<file path="src/hw/rtl/vlec_pkg.sv">
`timescale 1ns / 1ps
// ----------------------------------------------------------------------------
// vlec_pkg: shared types and constants for the volume extrema counter
// Holds field widths, register indexes, scan step codes and the command and
// status bundles that pass between the controller and the datapath.
// ----------------------------------------------------------------------------
package vlec_pkg;

   localparam int SAMPLE_W   = 32;
   localparam int COUNT_W    = 16;
   localparam int CFG_W      = 6;
   localparam int CSR_ADDR_W = 4;
   localparam int CSR_DATA_W = 32;

   // Register indexes, taken from paddr[3:2].
   localparam logic [1:0] REG_SIZE_X = 2'd0;
   localparam logic [1:0] REG_SIZE_Y = 2'd1;
   localparam logic [1:0] REG_SIZE_Z = 2'd2;

   localparam logic [CFG_W-1:0] SIZE_RESET = 6'd32;

   typedef logic signed [SAMPLE_W-1:0] sample_type;
   typedef logic [COUNT_W-1:0]         count_type;
   typedef logic [CFG_W-1:0]           cfg_type;
   typedef logic [2:0]                 step_type;

   // One voxel is visited in seven reads: the center, then the six faces.
   localparam step_type STEP_CENTER = 3'd0;
   localparam step_type STEP_XM     = 3'd1;
   localparam step_type STEP_XP     = 3'd2;
   localparam step_type STEP_YM     = 3'd3;
   localparam step_type STEP_YP     = 3'd4;
   localparam step_type STEP_ZM     = 3'd5;
   localparam step_type STEP_ZP     = 3'd6;

   typedef struct packed {
      logic load_en;
      logic scan_clear;
      logic scan_issue;
      logic result_load;
   } dp_cmd_type;

   typedef struct packed {
      logic load_last;
      logic issue_last;
   } dp_status_type;

endpackage

</file>
<file path="src/hw/rtl/vlec_ctrl.sv">
`timescale 1ns / 1ps
// ----------------------------------------------------------------------------
// vlec_ctrl: sequencing of load, scan and result hand-off
// Drives the datapath commands and owns both channel handshakes.
// ----------------------------------------------------------------------------
module vlec_ctrl import vlec_pkg::*; (
   input  logic          clock,
   input  logic          reset,
   input  logic          req_valid,
   output logic          req_ready,
   output logic          rsp_valid,
   input  logic          rsp_ready,
   input  dp_status_type status,
   output dp_cmd_type    cmd
);

   localparam logic [1:0] ST_LOAD  = 2'd0;
   localparam logic [1:0] ST_SCAN  = 2'd1;
   localparam logic [1:0] ST_DRAIN = 2'd2;
   localparam logic [1:0] ST_DONE  = 2'd3;

   logic [1:0] state_ff, state_in;
   logic       rsp_valid_ff, rsp_valid_in;

   always_comb begin
      state_in     = state_ff;
      rsp_valid_in = rsp_valid_ff;
      cmd          = '0;
      req_ready    = 1'b0;
      if (rsp_valid_ff && rsp_ready) begin
         rsp_valid_in = 1'b0;
      end
      unique case (state_ff)
         ST_LOAD: begin
            req_ready = 1'b1;
            if (req_valid) begin
               cmd.load_en = 1'b1;
               if (status.load_last) begin
                  cmd.scan_clear = 1'b1;
                  state_in       = ST_SCAN;
               end
            end
         end
         ST_SCAN: begin
            cmd.scan_issue = 1'b1;
            if (status.issue_last) begin
               state_in = ST_DRAIN;
            end
         end
         ST_DRAIN: begin
            // The last read returns and updates the counters here.
            state_in = ST_DONE;
         end
         ST_DONE: begin
            if (!rsp_valid_ff || rsp_ready) begin
               cmd.result_load = 1'b1;
               rsp_valid_in    = 1'b1;
               state_in        = ST_LOAD;
            end
         end
         default: begin
            state_in = ST_LOAD;
         end
      endcase
   end

   always_ff @(posedge clock) begin
      if (reset) begin
         state_ff     <= ST_LOAD;
         rsp_valid_ff <= 1'b0;
      end else begin
         state_ff     <= state_in;
         rsp_valid_ff <= rsp_valid_in;
      end
   end

   assign rsp_valid = rsp_valid_ff;

endmodule

</file>
<file path="config.mk">
export PLATFORM = sky130hd
export DESIGN_NAME = vlec_ctrl
export DESIGN_NICKNAME = d
export VERILOG_FILES = /design/src/hw/rtl/vlec_pkg.sv /design/src/hw/rtl/vlec_ctrl.sv
export SDC_FILE = /design/constraint.sdc
export NUM_CORES = 1
export LEC_CHECK = 0
export ABC_AREA = 1
export BUFFER_PORTS_ARGS = -buffer_cell sky130_fd_sc_hd__buf_2
export CAP_MARGIN = 0
export CORE_AREA = 3 3 40 42
export CTS_CLUSTER_SIZE = 16
export DETAILED_ROUTE_END_ITERATION = 7
export DIE_AREA = 0 0 43 45
export PLACE_DENSITY = 0.53
export SKIP_CTS_REPAIR_TIMING = 1
export SLEW_MARGIN = 20
export SYNTH_ARGS = -nofsm -noshare
export SYNTH_HDL_FRONTEND = slang
export SYNTH_SLANG_ARGS = --single-unit
</file>
<file path="constraint.sdc">
create_clock -name clock -period 2.6 [get_ports clock]
set_input_delay 0 -clock clock [delete_from_list [all_inputs] [get_ports clock]]
set_output_delay 0 -clock clock [all_outputs]
set_load 0.01 [all_outputs]
</file>
==> qor.yml, run 1 <==
route:
  avgViaCountPerCell: 3.66
  detail_route.drc_violations: 0
  wl_um: 495
  drtIter0Drc: 6
  wl_per_cell_um: 7.28
  first_pass_iters: 4
  ant_nets: 0
  vias: 249
cts:
  cts-root-buf: "clkbuf_4"
  tritoncts: "done"
  clk_pin_slew_worst_paths_ps: 40
  clock_latency_ps: 230
  cts_buffer_depth: 2
  cts_max_level: 1
  cts_buffers: 3
  cts_sinks: 3
setup_path:
  crit_type: "reg2out"
  r2r_start: "state_ff[0]$_SDFFE_PP0P_"
  path_buf_inv: 3
  r2r_cells: 7
  slowest_delay_ps: 350
  crit_chain: "bufinv_8 -> ha_1 -> inv_1 -> nor2_1 -> buf_2"
  critical_path.top_delay_family: "buffers and inverters"
  crit_required_ps: 2600
  slowest_stage: "dfxtp_1"
  rrSetupSlack_ps: 1350
  crit_path_start_kind: "flop"
  timing.rr.end: "state_ff[0]$_SDFFE_PP0P_"
  cp_max_fo: 5
  arrival_ps: 1260
  crit_path_end_kind: "output pin"
synthesis:
  synth_cells: 37
  netlist_area_um2: 273
  synth.area.top_cells: "dfxtp_1, ha_1, bufinv_8"
  ys_types: 11
  synth_seq_cells: 3
  yosys_warnings: 0
  syn_nets: 47
  yosysTopAreaCell: "dfxtp_1"
  synth.avg_cell_area_um2: 7.37
  seq_area_frac_synth_pct: 22.0
  synthDominantCellAreaShare_pct: 22.0
floorplanning:
  fp.dieW_um: 43
  initial_utilization_pct: 21.2
  dieHeight_um: 45
  io_pins: 12
  rows: 13
  dieArea_um2: 1940
  fp.coreArea_um2: 1280
power_and_ir_drop:
  p_sw_uw: 170
  power.share.sequential_pct: 18.3
  p_clk_share_pct: 18.6
  p_leak_nw: 0.237
  combPwrFrac_pct: 63.0
  swShare_pct: 39.1
  p_int_uw: 264
  power_density_nw_per_um2: 1130
  vdd_drop_max_v: 0.000429
global_routing:
  grt.overflow.total: 0
  grt_pass1_vias: 198
  track_usage_pct: 5.83
  grt_start_max_net_pins: 6
  grt_pass1_wl_um: 793
  antenna_found_initial: 0
sta:
  fmax_mhz: 794
  slew_violations: 0
  period_minus_slack_ps: 1260
  setup_viol: 0
  clock_skew_ps: 2.22
  tightest_slew_ps: 177
  rsz0062_at_grt: "no"
  setup_tns_ps: 0
  layout_setup_ws_ps: 1340
  maxSlewHeadroom_pct: 88.2
  finalHoldViolations: 0
  fin_crit_sh_pct: 48.4
layout:
  area_growth_pct: 40.4
  fin_nets: 64
  multi_input_area_um2: 144
  antennaDiodeCount: 0
  fillers: 133
  seqCellArea_um2: 60.1
  drive_gt1_share_pct: 37.7
worst_hold_path:
  min_from: "rsp_ready"
  hold_path_depth: 4
  hold_end: "rsp_valid$_SDFF_PP0_"
  hold_path_class: "in2reg"
run:
  cap_violations: 0
placed_design:
  hpwl_um: 407
  port_buffers: 11
  gp_congestion: 0.655
  pre_cts_ws_ps: 1340
outcome:
  status: "complete, no violations"
-- metrics by stage --
stage	hold slack, ps	std cells	cell area (um2)	util, %	power (mW)
2_1_floorplan	69.1	37	273	-	0.293
3_3_place_gp	179	63	347	27.0	0.356
3_5_place_dp	180	63	347	27.0	0.352
4_1_cts	-71.0	67	373	29.0	0.440
5_1_grt	56.7	68	383	29.8	0.481
6_report	37.8	68	383	29.8	0.433
-- sequential cells by signal, indices dropped and copies added, names as in the netlist --
name       count
state_ff       2
rsp_valid      1
-- worst reg2reg max path, cell delays in order (launching register included) --
cell,delay (ps)
dfxtp_1,350
bufinv_8,200
ha_1,250
nand2_2,120
nand3_2,80
nand2_1,60
inv_1,30
nor2_1,100
-- final cells by class --
type / count / area share [%]
Inverter: 11 / 18.0
Sequential cell: 3 / 15.7
Tap cell: 15 / 4.90
Timing Repair Buffer: 12 / 17.0
Multi-Input combinational cell: 23 / 37.6
Clock buffer: 4 / 6.86
-- kinds of logic (layout without fill, tap and decap cells) --
kind of cell	count (synthesis)	count (layout)	synth area share, %
fa+ha+maj	4	4	18.3
buf+inv	11	27	25.2
compound gates	2	2	3.67
flops	3	3	22.0
simple gates	17	17	30.7
-- layer usage --
metal / up-vias / wire length [um] / GRT usage [%]
li1: 141 / - / -
met1: 98 / 234 / 7.71
met2: 10 / 206 / 6.89
met3: 0 / 55 / 1.20
met4: 0 / 0 / 7.23
met5: - / 0 / 0
-- cell usage in the layout (no fill, tap or decap) --
master | netlist | routed
buf_2 | 0 | 11
inv_1 | 8 | 8
nand2_1 | 8 | 8
nor2_1 | 4 | 4
ha_1 | 4 | 4
clkbuf_4 | 0 | 3
dfxtp_1 | 3 | 3
bufinv_8 | 2 | 2
a21oi_1 | 2 | 2
nand3_2 | 2 | 2
nand4_1 | 2 | 2
inv_2 | 1 | 1
nand2_2 | 1 | 1
clkbuf_1 | 0 | 1
dlygate4sd3_1 | 0 | 1
-- synth_stat cells --
cell,instances
nand3_2,2
nand2_2,1
inv_1,8
a21oi_1,2
nor2_1,4
ha_1,4
dfxtp_1,3
bufinv_8,2
inv_2,1
nand2_1,8
nand4_1,2
-- worst max path at each step --
| stage | end | cells past startpoint | startpoint | slack, ps |
|---|---|---|---|---|
| CTS | cmd[2] | 5 | state_ff[0]$_SDFFE_PP0P_ | 1310 |
| finish | cmd[2] | 5 | state_ff[0]$_SDFFE_PP0P_ | 1340 |
| floorplan | state_ff[0]$_SDFFE_PP0P_ | 7 | state_ff[0]$_SDFFE_PP0P_ | 1420 |
| global placement | state_ff[0]$_SDFFE_PP0P_ | 6 | state_ff[0]$_SDFFE_PP0P_ | 1370 |
| detailed placement | state_ff[0]$_SDFFE_PP0P_ | 7 | state_ff[0]$_SDFFE_PP0P_ | 1340 |
| global route | state_ff[0]$_SDFFE_PP0P_ | 7 | state_ff[0]$_SDFFE_PP0P_ | 1210 |
-- power by group through the flow --
stage	sequential (mW)	combinational, mW	clock (mW)
floorplan	0.0787	0.214	0
global placement	0.0804	0.276	0
detailed placement	0.0811	0.271	0
CTS	0.0803	0.274	0.0862
global route	0.0827	0.310	0.0880
finish	0.0794	0.273	0.0808
Power figures use the tool's default switching activity.
==> run 2: changes to the inputs <==
==> constraint.sdc (replaced) <==
create_clock -name clock -period 1.2 [get_ports clock]
set_input_delay 0 -clock clock [delete_from_list [all_inputs] [get_ports clock]]
set_output_delay 0 -clock clock [all_outputs]
set_load 0.01 [all_outputs]
==> run 2 against run 1 <==
  * Non-clock buffer count rose by 2
  * Total power rose to 2.5 times the previous value
  * Die area did not move
  * Sequential power rose to 2.6 times the previous value
==> qor.yml, run 2 (synthesis gave the netlist of run 1 again) <==
route:
  wl_per_cell_um: 7.60
  detail_route.drc_violations: 0
  vias: 249
  drtIter0Drc: 0
  wl_um: 532
  avgViaCountPerCell: 3.56
  ant_nets: 0
  first_pass_iters: 1
outcome:
  status: "complete, no violations"
power_and_ir_drop:
  power_density_nw_per_um2: 2540
  power.total_mw: 1.09
  vdd_drop_max_v: 0.00117
  p_leak_nw: 0.242
sta:
  rsz0062_at_grt: "yes"
  fin_crit_sh_pct: 99.0
  finalHoldViolations: 0
  layout_setup_ws_ps: 12.0
  fmax_mhz: 842
  clock_skew_ps: 2.32
  maxSlewHeadroom_pct: 88.2
  tightest_slew_ps: 177
  period_minus_slack_ps: 1190
  slew_violations: 0
  setup_viol: 0
cts:
  cts-root-buf: "clkbuf_4"
  clk_pin_slew_worst_paths_ps: 40
  cts_max_level: 1
  cts_buffer_depth: 2
  clock_latency_ps: 230
  tritoncts: "done"
  cts_buffers: 3
  cts_sinks: 3
layout:
  final_cell_mix: "buf_2, inv_1, nand2_1"
  fin_nets: 66
  mostFrequentLayoutCell: "buf_2"
  design_area_um2: 430
  largest_register_ffs: 2
  area_growth_pct: 57.8
  fillers: 147
  antennaDiodeCount: 0
  drive_gt1_share_pct: 54.5
  top_register: "state_ff"
global_routing:
  grt.overflow.total: 0
  grt_pass1_wl_um: 848
  grt_start_max_net_pins: 5
  track_usage_pct: 6.08
  grt_pass1_vias: 214
  antenna_found_initial: 0
worst_hold_path:
  min_from: "rsp_ready"
  hold_path_class: "in2reg"
setup_path:
  crit_type: "reg2out"
  cp-startpoint: "state_ff[0]$_SDFFE_PP0P_"
  arrival_ps: 1190
  crit_required_ps: 1200
  cp_max_fo: 3
  crit_path_start_kind: "flop"
  r2r_start: "state_ff[0]$_SDFFE_PP0P_"
  crit_path_end_kind: "output pin"
floorplanning:
  fp.dieW_um: 43
  fp.coreArea_um2: 1280
  io_pins: 12
  dieHeight_um: 45
  dieArea_um2: 1940
  initial_utilization_pct: 21.2
  rows: 13
placed_design:
  hpwl_um: 411
  place_area_um2: 362
  gp_congestion: 0.773
  port_buffers: 11
  pre_cts_ws_ps: 16.2
run:
  cap_violations: 0
-- run 2: cell types whose count changed in the layout (fill, tap and decap cells not counted), sizes merged --
| cell | change |
|---|---|
| buf | +2 |
| bufinv | -1 |
| inv | +1 |
-- run 2: power breakdown --
group | internal [mW] | switching (mW)
clock network | 0.124 | 0.0489
logic | 0.373 | 0.342
registers | 0.148 | 0.0573
-- run 2: area by class of cell --
class,instances,area (um2),area share [%]
Tap cell,15,18.8,4.36
Clock buffer,4,26.3,6.10
Timing Repair Buffer,14,83.8,19.5
Sequential cell,3,62.6,14.5
Multi-Input combinational cell,23,176,41.0
Inverter,11,62.6,14.5
-- run 2: per-stage QoR --
step	setup TNS [ps]	std cells	hold WS, ps	utilization [%]
floorplan	0	37	69.1	-
global placement	-5.00	65	176	28.1
detailed placement	0	65	177	28.1
CTS	-384	69	-71.8	30.2
global route	-98.1	70	68.3	33.5
finish	0	70	39.3	33.5
-- run 2: metal layers --
layer	up-vias	track usage (%)	wire (um)
met3	0	2.39	51
met2	10	7.19	229
met4	0	5.42	0
met5	-	0	0
li1	148	-	-
met1	91	8.19	251
-- run 2: worst max-delay path: stages (launching register included) --
cell	delay, ps
dfxtp_2	310
bufinv_8	170
ha_4	160
buf_6	120
inv_2	40
nor2_2	20
buf_2	130
-- run 2: path summary, 6_finish.rpt --
path | end | slack (ps) | cells past startpoint
setup / recovery | cmd[2] | 10 | 6
hold / removal | rsp_valid$_SDFF_PP0_ | 40 | 4
setup reg to reg | state_ff[1]$_SDFFE_PP0P_ | 120 | 7
hold reg to reg | rsp_valid$_SDFF_PP0_ | 500 | 2
==> run 3: changes to the inputs <==
--- a/config.mk
+++ b/config.mk
@@ -5,14 +5,13 @@
 export SDC_FILE = /design/constraint.sdc
 export NUM_CORES = 1
 export LEC_CHECK = 0
-export ABC_AREA = 1
 export BUFFER_PORTS_ARGS = -buffer_cell sky130_fd_sc_hd__buf_2
 export CAP_MARGIN = 0
 export CORE_AREA = 3 3 40 42
 export CTS_CLUSTER_SIZE = 16
 export DETAILED_ROUTE_END_ITERATION = 7
 export DIE_AREA = 0 0 43 45
-export PLACE_DENSITY = 0.53
+export PLACE_DENSITY = 0.48
 export SKIP_CTS_REPAIR_TIMING = 1
 export SLEW_MARGIN = 20
 export SYNTH_ARGS = -nofsm -noshare
==> run 3 against run 2 <==
  * The run now ends with negative setup slack left
  * Design area shrank 4.7%
  * Critical endpoint is now state_ff[0]$_SDFFE_PP0P_
  * Combinational power down 32%
  * Sequential share of layout area up 1.9 points
  * Largest power group unchanged
==> qor.yml, run 3 <==
route:
  vias: 236
  ant_nets: 0
  avgViaCountPerCell: 3.93
  first_pass_iters: 2
  drtIter0Drc: 1
  wl_um: 501
  wl_per_cell_um: 8.35
  detail_route.drc_violations: 0
setup_path:
  crit_chain: "ha_2 -> and3b_2 -> or4_1 -> o211a_1"
  slowest_stage: "or4_1"
  crit_path_start_kind: "flop"
  crit_type: "reg2reg"
  slowest_delay_ps: 400
  crit_required_ps: 1320
  critical_path.top_delay_family: "simple AND/OR/NAND/NOR gates"
  path_buf_inv: 0
  crit_path_end_kind: "flop"
  arrival_ps: 1500
  cp_max_fo: 4
power_and_ir_drop:
  p_leak_nw: 0.209
  vdd_drop_max_v: 0.000760
  power_density_nw_per_um2: 2100
global_routing:
  antenna_found_initial: 0
  track_usage_pct: 5.91
  grt.overflow.total: 0
  grt_pass1_wl_um: 800
  grt_start_max_net_pins: 5
  grt_pass1_vias: 198
synthesis:
  yosys_most_used_dff: "dfxtp_1"
  yosys_warnings: 0
  yosysTopAreaCell: "dfxtp_1"
  synth_edf_count: 0
  synth.avg_cell_area_um2: 8.61
  netlist_area_um2: 215
  seq_area_frac_synth_pct: 27.9
  ys_types: 15
  synth.area.top_cells: "dfxtp_1, ha_1, inv_1"
  synthDominantCellAreaShare_pct: 27.9
  synth_seq_cells: 3
  syn_nets: 35
  synth_cells: 25
  ys_top_cells_by_count: "ha_1, inv_1, dfxtp_1, nand2_1"
  async_reset_ff_share_pct: 0
outcome:
  status: "finished with violations"
  violations: "negative setup slack"
cts:
  clk_pin_slew_worst_paths_ps: 40
  cts_buffer_depth: 2
  clock_latency_ps: 230
  cts_sinks: 3
  tritoncts: "done"
  cts_buffers: 3
  cts-root-buf: "clkbuf_4"
  cts_max_level: 1
layout:
  area_growth_pct: 90.7
  largest_register_ffs: 2
  final_cell_mix: "buf_2, nand2_1, clkbuf_4, buf_4"
  fin_nets: 56
  mostFrequentLayoutCell: "buf_2"
  top_register: "state_ff"
  fin_util_pct: 31.9
  antennaDiodeCount: 0
  layout.cells.non_filler: 60
  drive_gt1_share_pct: 62.2
floorplanning:
  initial_utilization_pct: 16.7
  dieArea_um2: 1940
  fp.coreArea_um2: 1280
  io_pins: 12
  dieHeight_um: 45
  rows: 13
  fp.dieW_um: 43
run:
  cap_violations: 0
placed_design:
  hpwl_um: 379
  port_buffers: 11
  dp.cells: 54
  gp_congestion: 0.659
sta:
  fin_crit_sh_pct: 114
  maxSlewHeadroom_pct: 92.2
  tightest_slew_ps: 114
  slew_violations: 0
  setup_tns_ps: -262
  clock_skew_ps: 3.15
  rsz0062_at_grt: "yes"
  fmax_mhz: 729
  layout_setup_ws_ps: -173
  setup_viol: 4
  finalHoldViolations: 0
  period_minus_slack_ps: 1370
worst_hold_path:
  hold_path_class: "in2reg"
[run 3: changes by cell type in the layout (fill, tap and decap cells not counted), moves of 2 or more]
cell     previous run  this run
dfxtp_4             0         2
inv_1               7         2
nor2_1              3         1
nand4_1             2         0
nand3_2             2         0
buf_4               1         3
nand2_2             3         0
nand2_1             6         3
dfxtp_2             2         0
[run 3: cell families after synthesis]
| logic type | synth area share, % |
|---|---|
| multiplexers | 4.65 |
| adder cells (fa/ha/maj) | 23.3 |
| AO/OA/AOI/OAI | 14.0 |
| buffers and inverters | 6.97 |
| AND/OR/NAND/NOR | 23.3 |
| flip-flops | 27.9 |
[run 3: worst paths after layout]
check / start / to / slack (ps) / depth (start not counted)
hold / removal: rsp_ready / rsp_valid$_SDFF_PP0_ / 80 / 4
setup reg to reg: state_ff[0]$_SDFFE_PP0P_ / state_ff[0]$_SDFFE_PP0P_ / -170 / 4
hold reg to reg: rsp_valid$_SDFF_PP0_ / rsp_valid$_SDFF_PP0_ / 530 / 2
setup / recovery: state_ff[0]$_SDFFE_PP0P_ / state_ff[0]$_SDFFE_PP0P_ / -170 / 4
[run 3: layout make-up]
type / instances / area [um2]
repair buffers: 16 / 98.8
fillers: 146 / 875
flip-flops and latches: 3 / 67.6
clock buffers: 4 / 26.3
well taps: 15 / 18.8
multi-input cells: 18 / 181
inverters: 4 / 17.5
[run 3: layer usage]
layer  wire length (um)  global-route usage [%]  up-vias
met5                  0                       0        -
met1                228                    7.47       97
li1                   -                       -      123
met4                 17                    7.23        0
met2                197                    7.49       14
met3                 57                    1.20        2
[run 3: metrics by stage]
step / hold WS [ps] / cell area (um2) / setup WS, ps / total power, mW
detailed placement: 174 / 347 / -191 / 0.624
global route: 128 / 410 / -202 / 0.934
global placement: 174 / 347 / -177 / 0.628
floorplan: 72.4 / 250 / -152 / 0.468
finish: 82.3 / 410 / -173 / 0.862
CTS: -76.8 / 373 / -200 / 0.811
[run 3: report_power, final]
part / switching, mW / leakage (nW) / internal [mW]
Clock: 0.0543 / 0.0150 / 0.125
Combinational: 0.202 / 0.168 / 0.283
Sequential: 0.0496 / 0.0259 / 0.149
[run 3: worst reg2reg max path: stages (launching register included)]
cell	delay, ps
dfxtp_4	360
ha_2	180
and3b_2	200
or4_1	400
o211a_1	120
